**src/sv/u16u8_pkg.sv**
```systemverilog
// Shared types and constants for the UTF-16 to UTF-8 encoder.
package u16u8_pkg;

	typedef struct packed {
		logic [15:0] code_unit;
		logic        end_of_string;
	} unit_item_t;

	typedef struct packed {
		logic [7:0] out_byte;
		logic       last_of_run;
	} utf8_item_t;

	localparam logic [15:0] HIGH_SURR_MIN = 16'hD800;
	localparam logic [15:0] HIGH_SURR_MAX = 16'hDBFF;
	localparam logic [15:0] LOW_SURR_MIN  = 16'hDC00;
	localparam logic [15:0] LOW_SURR_MAX  = 16'hDFFF;
	localparam logic [15:0] ASCII_MAX     = 16'h007F;
	localparam logic [15:0] TWO_BYTE_MAX  = 16'h07FF;
	localparam logic [20:0] SUPP_BASE     = 21'h10000;
	localparam logic [7:0]  LEAD4         = 8'hF0;
	localparam logic [7:0]  LEAD3         = 8'hE0;
	localparam logic [7:0]  LEAD2         = 8'hC0;
	localparam logic [7:0]  CONT          = 8'h80;
	localparam logic [7:0]  INVALID_BYTE  = 8'h3F;

endpackage

```
**src/sv/utf16_to_utf8_encoder.sv**
```systemverilog
// UTF-16 to UTF-8 encoder: input register, encode logic, byte output buffer.
// An accepted unit is registered in stage 1; its 0 to 4 bytes load into the
// four-byte output buffer once that is free, then leave one byte per cycle while
// utf8_ready is high. The next unit waits in stage 1 until the buffer drains;
// units that make no bytes (held surrogate, stopped string) leave it empty.
// Reset (arst_n low, asynchronous): both stages empty, no surrogate held, string live.
module utf16_to_utf8_encoder
	import u16u8_pkg::*;
(
	input  logic       clk,
	input  logic       arst_n,
	input  logic       code_valid,
	output logic       code_ready,
	input  unit_item_t code_item,
	output logic       utf8_valid,
	input  logic       utf8_ready,
	output utf8_item_t utf8_item
);

	// Stage 1: registered input transaction.
	logic       valid_s1;
	unit_item_t item_s1;

	// Decoder state carried between units.
	logic       high_pending_q;
	logic [9:0] high_bits_q;
	logic       stopped_q;

	// Output buffer: bytes left to send, next byte in slot 0.
	logic [3:0][7:0] bytes_q;
	logic [2:0]      cnt_q;

	// Encode results for the unit in stage 1.
	logic [3:0][7:0] enc_bytes;
	logic [2:0]      enc_cnt;
	logic            nx_pending;
	logic [9:0]      nx_bits;
	logic            nx_stopped;

	logic out_fire;
	logic buf_free;
	logic advance;

	assign out_fire   = utf8_valid && utf8_ready;
	// Buffer is free if empty or its last byte leaves this cycle.
	assign buf_free   = (cnt_q == 3'd0) || (out_fire && cnt_q == 3'd1);
	assign advance    = valid_s1 && buf_free;
	// Stage 1 takes a new transaction whenever it is empty or empties this cycle.
	assign code_ready = !valid_s1 || advance;

	assign utf8_valid            = (cnt_q != 3'd0);
	assign utf8_item.out_byte    = bytes_q[0];
	assign utf8_item.last_of_run = (cnt_q == 3'd1);

	// Encoder: one pass of range compares and bit slicing.
	always_comb begin
		logic [15:0] cu;
		logic [20:0] cp;
		cu         = item_s1.code_unit;
		cp         = SUPP_BASE + {1'b0, high_bits_q, cu[9:0]};
		enc_bytes  = '0;
		enc_cnt    = 3'd0;
		nx_pending = high_pending_q;
		nx_bits    = high_bits_q;
		nx_stopped = stopped_q;
		if (!stopped_q) begin
			if (high_pending_q) begin
				if (cu inside {[LOW_SURR_MIN:LOW_SURR_MAX]}) begin
					enc_bytes[0] = LEAD4 | {5'd0, cp[20:18]};
					enc_bytes[1] = CONT | {2'd0, cp[17:12]};
					enc_bytes[2] = CONT | {2'd0, cp[11:6]};
					enc_bytes[3] = CONT | {2'd0, cp[5:0]};
					enc_cnt      = 3'd4;
				end else begin
					enc_bytes[0] = INVALID_BYTE;
					enc_cnt      = 3'd1;
				end
				nx_pending = 1'b0;
				nx_bits    = '0;
			end else if (cu == 16'd0) begin
				nx_stopped = 1'b1;
			end else if (cu <= ASCII_MAX) begin
				enc_bytes[0] = cu[7:0];
				enc_cnt      = 3'd1;
			end else if (cu <= TWO_BYTE_MAX) begin
				enc_bytes[0] = LEAD2 | {3'd0, cu[10:6]};
				enc_bytes[1] = CONT | {2'd0, cu[5:0]};
				enc_cnt      = 3'd2;
			end else if (cu inside {[HIGH_SURR_MIN:HIGH_SURR_MAX]}) begin
				nx_pending = 1'b1;
				nx_bits    = cu[9:0];
			end else if (cu inside {[LOW_SURR_MIN:LOW_SURR_MAX]}) begin
				enc_bytes[0] = INVALID_BYTE;
				enc_cnt      = 3'd1;
			end else begin
				enc_bytes[0] = LEAD3 | {4'd0, cu[15:12]};
				enc_bytes[1] = CONT | {2'd0, cu[11:6]};
				enc_bytes[2] = CONT | {2'd0, cu[5:0]};
				enc_cnt      = 3'd3;
			end
		end
		// End-of-string mark clears state after this unit.
		if (item_s1.end_of_string) begin
			nx_pending = 1'b0;
			nx_bits    = '0;
			nx_stopped = 1'b0;
		end
	end

	// Control registers.
	always_ff @(posedge clk or negedge arst_n) begin
		if (!arst_n) begin
			valid_s1       <= 1'b0;
			cnt_q          <= 3'd0;
			high_pending_q <= 1'b0;
			high_bits_q    <= '0;
			stopped_q      <= 1'b0;
		end else begin
			if (code_ready) begin
				valid_s1 <= code_valid;
			end
			if (advance) begin
				cnt_q          <= enc_cnt;
				high_pending_q <= nx_pending;
				high_bits_q    <= nx_bits;
				stopped_q      <= nx_stopped;
			end else if (out_fire) begin
				cnt_q <= cnt_q - 3'd1;
			end
		end
	end

	// Payload registers.
	always_ff @(posedge clk) begin
		if (code_ready && code_valid) begin
			item_s1 <= code_item;
		end
		if (advance) begin
			bytes_q <= enc_bytes;
		end else if (out_fire) begin
			bytes_q <= {8'd0, bytes_q[3:1]};
		end
	end

	// A stopped string makes no bytes for a unit without an end mark.
	a_stopped_silent: assert property (@(posedge clk) disable iff (!arst_n)
		advance && stopped_q && !item_s1.end_of_string |=> cnt_q == 3'd0)
		else $error("stopped string produced output");

	// A high surrogate on a live string is held and makes no bytes.
	a_high_held: assert property (@(posedge clk) disable iff (!arst_n)
		advance && !stopped_q && !high_pending_q && !item_s1.end_of_string &&
		item_s1.code_unit >= HIGH_SURR_MIN && item_s1.code_unit <= HIGH_SURR_MAX
		|=> high_pending_q && cnt_q == 3'd0)
		else $error("high surrogate not held");

	// Any unit after a held surrogate clears it.
	a_pending_cleared: assert property (@(posedge clk) disable iff (!arst_n)
		advance && high_pending_q |=> !high_pending_q)
		else $error("held surrogate not consumed");

	// A stalled output keeps its remaining byte count.
	a_stall_holds: assert property (@(posedge clk) disable iff (!arst_n)
		utf8_valid && !utf8_ready |=> $stable(cnt_q))
		else $error("byte count changed under stall");

endmodule

```
**config.mk**
```make
export PLATFORM = sky130hd
export DESIGN_NAME = utf16_to_utf8_encoder
export DESIGN_NICKNAME = d
export VERILOG_FILES = /design/src/sv/u16u8_pkg.sv /design/src/sv/utf16_to_utf8_encoder.sv
export SDC_FILE = /design/constraint.sdc
export NUM_CORES = 1
export LEC_CHECK = 0
export BUFFER_PORTS_ARGS = -buffer_cell sky130_fd_sc_hd__buf_2
export CAP_MARGIN = 5
export CORE_MARGIN = 2
export CORE_UTILIZATION = 60
export DETAILED_ROUTE_END_ITERATION = 12
export PLACE_DENSITY_LB_ADDON = 0.3
export SLEW_MARGIN = 10
export SYNTH_ARGS = -nofsm -noshare
export SYNTH_HDL_FRONTEND = slang
export SYNTH_SLANG_ARGS = --single-unit
```
**constraint.sdc**
```tcl
create_clock -name clk -period 4.3 [get_ports clk]
set_input_delay 0.645 -clock clk [delete_from_list [all_inputs] [get_ports clk]]
set_output_delay 0.645 -clock clk [all_outputs]
set_load 0.005 [all_outputs]
```
* Yosys cells after proc, flatten, opt, wreduce, memory -nomap -nowiden
Index checks and enable logic that the tools add are counted.
** Operators by class
- Shift-type cells :: 0
- Bitwise gates (word level) :: 0
- Multiplexer cells :: 43
- Div/mod/pow operators :: 0
- $lt $le $gt $ge :: 6
- Add/subtract/negate cells :: 2
- Reductions and logical operators :: 16
- Eq/ne operators :: 5
- Multipliers :: 0
** Operators by type and width (count)
- 2-to-1 mux 24 bit :: 4
- 2-to-1 mux 32 bit :: 3
- 2-to-1 mux 10 bit :: 7
- 2-to-1 mux 16 bit :: 3
- 2-to-1 mux 8 bit :: 5
- >= comparator 16 bit, second input constant :: 2
- <= comparator 16 bit, second input constant :: 2
- adder 17 x 20 -> 21 bit, first input constant :: 1
- <= comparator 16 x 11 -> 1 bit, second input constant :: 1
- <= comparator 16 x 7 -> 1 bit, second input constant :: 1
- logical NOT 16 bit :: 1
- 2-to-1 mux 3 bit :: 5
- 2-to-1 mux 1 bit :: 11
- 2-to-1 mux 2 bit :: 5
- != test 3 bit, second input constant :: 3
- logical AND 1 bit :: 6
- AND reduction 6 bit :: 1
- nonzero test 3 bit :: 2
- == test 3 x 1 -> 1 bit, second input constant :: 1
- logical NOT 3 bit :: 1
- subtractor 3 x 1 -> 3 bit, second input constant :: 1
- logical OR 1 bit :: 2
- != test 2 bit, second input constant :: 1
- AND reduction 2 bit :: 1
- other kinds (2) :: 2
** Storage, ports and cells
- Word-level logic and storage cells :: 83
- Bits in latches :: 0
- Memories :: 0
- Register bits :: 65
- Output and inout bits :: 11
- Bits of input ports :: 21
- Memory bits (writable) :: 0
- Memory bits (read-only) :: 0

* Longest topological paths before layout
- Word-level depth :: 10
- Depth in mapped cells :: 9
- Mapped depth without buffers :: 6

* Worst setup path after synthesis
No wires, ideal clock.
- Kind :: register to register
- Start point :: reg item_s1[15] in the netlist's numbering
- End point :: reg bytes_q[10] in the netlist's numbering (data pin)
- Period minus slack after synthesis :: 1.996 ns
- Stages on the path, launching flop included :: 7
- Data required time :: 4.039 ns
- Arrival time :: 1.735 ns
- Path slack :: 2.304 ns
- Setup time :: 0.261 ns
- Buffers on the path :: 2
- Path through :: edfxtp_1 -> buf_6 -> or4_4 -> a21oi_4 -> nor2b_2 -> buf_6 -> a221o_1
** On the way
- Word-level cells in the longest chain between the ends :: 10
- Elaborated cells on any way between the ends :: 18
- Those cells by class :: order compare: 6; mux: 9; reduce/logical: 3
** RTL lines
- start, declared :: line utf16_to_utf8_encoder.sv:22 : unit_item_t item_s1;
- start signal, assigned :: line utf16_to_utf8_encoder.sv:136 : item_s1 <= code_item;
- >= comparator 16 bit or <= comparator 16 bit (tied branches) :: line utf16_to_utf8_encoder.sv:68, utf16_to_utf8_encoder.sv:92
- logical AND 1 bit :: line utf16_to_utf8_encoder.sv:68, utf16_to_utf8_encoder.sv:92
- 2-to-1 mux 16 bit :: line utf16_to_utf8_encoder.sv:92 : end else if (cu inside {[LOW_SURR_MIN:LOW_SURR_MAX]}) begin
- 2-to-1 mux 24 bit :: line utf16_to_utf8_encoder.sv:89 : end else if (cu inside {[HIGH_SURR_MIN:HIGH_SURR_MAX]}) begin
- 2-to-1 mux 16 bit :: line utf16_to_utf8_encoder.sv:85 : end else if (cu <= TWO_BYTE_MAX) begin
- 2-to-1 mux 16 bit :: line utf16_to_utf8_encoder.sv:82 : end else if (cu <= ASCII_MAX) begin
- 2-to-1 mux 24 bit :: line utf16_to_utf8_encoder.sv:80 : end else if (cu == 16'd0) begin
- 2-to-1 mux 24 bit (*) :: line utf16_to_utf8_encoder.sv:67 : if (high_pending_q) begin
- 2-to-1 mux 32 bit (*) :: line utf16_to_utf8_encoder.sv:66 : if (!stopped_q) begin
- 2-to-1 mux 32 bit (*) :: line utf16_to_utf8_encoder.sv:138 : if (advance) begin
- end signal, assigned :: line utf16_to_utf8_encoder.sv:139 : bytes_q <= enc_bytes;
- end signal, assigned :: line utf16_to_utf8_encoder.sv:141 : bytes_q <= {8'd0, bytes_q[3:1]};
- end, declared :: line utf16_to_utf8_encoder.sv:30 : logic [3:0][7:0] bytes_q;
Mark *: on every way between the ends. The rest lies on a longest branch, timed or not.
A chain may end at the register's enable or synchronous reset.

* Final worst setup path
- Start point :: reg item_s1[16] in the netlist's numbering
- End point :: reg high_bits_q[9]
** On the way
- Word-level cells in the longest chain between the ends :: 4
- Elaborated cells on any way between the ends :: 11
- Those cells by class :: order compare: 4; eq/ne: 3; reduce/logical: 4
** RTL lines
- >= comparator 16 bit or <= comparator 16 bit (tied branches) :: line utf16_to_utf8_encoder.sv:89
- logical AND 1 bit :: line utf16_to_utf8_encoder.sv:89
- nonzero test 3 bit (no source line)
- AND reduction 6 bit (no source line) (*)
- end signal, assigned :: line utf16_to_utf8_encoder.sv:125 : high_bits_q <= nx_bits;
- end, declared :: line utf16_to_utf8_encoder.sv:26 : logic [9:0] high_bits_q;
Marks and branches as above.

==> results_dict.tcl <==
set metrics [dict create \
    synth-edff-count 46 \
    hpwl_um 4640 \
    place_ws_ps 2070 \
    grt_max_degree 35 \
    grtUsageTotal_pct 25.3 \
    dieArea_sq_um 5920 \
    status "complete, no violations" \
    max_clock_freq_mhz 443 \
    cts_setup_buffers 0 \
    cts-buffers-inserted 9 \
    worstSetupStartpointType "flip-flop" \
    met2_length_um 3120 \
    fin_crit_sh_pct 52.5 \
    io_pins 32 \
    cts-root-buf "clkbuf_8" \
    synth-seq-area-share_pct 55.8 \
    post_cts_resized 0 \
    core_area_sq_um 5110 \
    synth_area_sq_um 3190 \
    grt_overflow 0 \
    synth_nets 293 \
    wirelength_um 6920 \
    wl_met3_um 578 \
    synthDistinctLibCells 61 \
    setup_viol 0 \
    route.detailed.drc 0 \
    crit_arrival_ps 2510 \
    cts_tree "built" \
    synth.most_common_cell "edfxtp_1" \
    yosysWarnings 0 \
    wl_per_cell_um 19.2 \
    layout_min_cycle_time_ps 2260 \
    row_count 26 \
    n_antenna_cell 0 \
    die_y_um 76.9 \
    final_area_sq_um 3490 \
    grt_setup_unrepaired "false" \
    clockBufferDepth 2 \
    start_util_pct 62.5 \
    leakage_nw 1.48 \
    drt-met1-wl_um 3050 \
    antenna_found_initial 0 \
    synth_top_area_share_pct 43.3 \
    placed_cell_area_sq_um 3300 \
    synth-seq-cells 62 \
    synthTopCellsByArea "edfxtp_1 (43%), dfrtp_1 (13%), a221o_1 (3.5%)" \
    worst-slew-pin-transition_ps 1200 \
    vias 2332 \
    path_clk_slew_ps 70 \
    vdd_drop_max_uv 453 \
    numPortBuffers 31 \
    topRoutingLayerUsed "met4" \
    drtIter0Drc 261 \
    maxCapViolCount 0 \
    areaGrowthSynthToFinish_pct 9.53 \
    crit_type "reg -> reg" \
    slew_violations 0 \
    ys.flop_type "edfxtp_1" \
    fp.dieW_um 76.9 \
    layout_setup_ws_ps 2040 \
    gp_congestion 0.945 \
    synth-async-reset-ratio_pct 25.8 \
    synthTopCellsByCount "edfxtp_1 (46), nand2_1 (21), dfrtp_1 (16), and3_1 (15), inv_1 (14)" \
    dr.pass1.iters 5 \
    drive_above_1_share_pct 21.0 \
    power_density_nw_per_um2 669 \
    clock_latency_ps 350 \
    nNetsFinal 311 \
    grt_pass1_vias 2152 \
    maxSlewHeadroom_pct 19.8 \
    fin_skew_ps 13.6 \
    critPathCaptureType "flip-flop" \
    routed_via_density 6.46 \
    critical_path_peak_fanout 11 \
    ctsHoldBuffers 0 \
    avgSynthCellArea_sq_um 11.9 \
    yosysTopAreaCell "edfxtp_1" \
    min_path_type "in -> async" \
    cp.required_ps 4550 \
    syn_inst 268 \
    hold_violations 0 \
    postRouteAntennaNets 0 \
    final.setup.tns_ps 0 \
    clock_sinks 62 \
    htree_levels 3 \
    grt_pass1_wl_um 11300 \
]
report_power, final:
part | leakage, nW | internal [mW] | switching [mW]
clock | 0.100 | 0.283 | 0.224
sequential | 0.649 | 0.933 | 0.186
combinational | 0.728 | 0.309 | 0.402
total | 1.48 | 1.53 | 0.812
layer usage:
layer / global-route usage (%) / vias up
met3: 5.53 / 18
met1: 36.0 / 1126
met5: 0 / -
li1: - / 1070
met2: 37.5 / 118
met4: 11.1 / 0
placed cells by master, fill, tap and decap left out, types with 8 or more instances in the layout:
cell type	n
buf_2	31
clkbuf_8	10
a221o_1	11
inv_1	14
a21oi_1	8
mux2i_1	10
and3_1	15
nand3_1	8
dfrtp_1	16
edfxtp_1	46
nand2_1	21
worst max-delay path: stages (launching register included):
cell,delay [ps]
edfxtp_1,550
nand4_1,230
nor3_1,90
o311ai_2,980
mux2i_1,300
registers in the layout, summed over array words and instances, names as in the netlist:
| name | cells |
|---|---|
| bytes_q | 21 |
| cnt_q | 3 |
| high_bits_q | 10 |
| high_pending_q | 1 |
| item_s1 | 17 |
| stopped_q | 1 |
| utf8_item | 8 |
| valid_s1 | 1 |
cells by family after synthesis:
kind of cell	count (synthesis)	synth area share [%]
mux	11	3.49
buf+inv	40	6.51
flops	62	55.8
simple gates	83	15.0
xor+xnor	2	0.549
compound gates	66	17.1
fa+ha+maj	4	1.57
final cells by class:
| cell class | count | area [sq um] |
|---|---|---|
| sequential | 62 | 1780 |
| fill | 391 | 1610 |
| multi-input combinational | 166 | 1210 |
| timing repair buffer | 33 | 170 |
| clock buffer | 12 | 145 |
| tap | 70 | 87.6 |
| inverter | 14 | 52.6 |
| clock inverter | 4 | 48.8 |
per-stage QoR:
step / power, mW / utilization [%] / hold slack (ps) / std cells
finish: 2.34 / 68.4 / 218 / 361
global route: 2.47 / 68.4 / 234 / 361
CTS: 2.33 / 68.4 / 223 / 361
detailed placement: 1.82 / 64.6 / 502 / 345
global placement: 1.80 / 64.6 / 493 / 345
floorplan: 1.64 / - / 349 / 268
worst paths after layout:
kind	from	to	slack, ps	cells after the start
setup / recovery	item_s1[16]$_DFFE_PP_	high_bits_q[9]$_DFFE_PN0P_	2040	4
hold / removal	arst_n	high_bits_q[1]$_DFFE_PN0P_	220	1
setup reg to reg	item_s1[16]$_DFFE_PP_	high_bits_q[9]$_DFFE_PN0P_	2040	4
hold reg to reg	cnt_q[1]$_DFFE_PN0P_	cnt_q[1]$_DFFE_PN0P_	520	1
max in group asynchronous	arst_n	high_pending_q$_DFFE_PN0P_	3780	1
min in group clk	code_item[9]	item_s1[9]$_DFFE_PP_	470	1
Note: power is estimated with default switching activity, not from simulation.
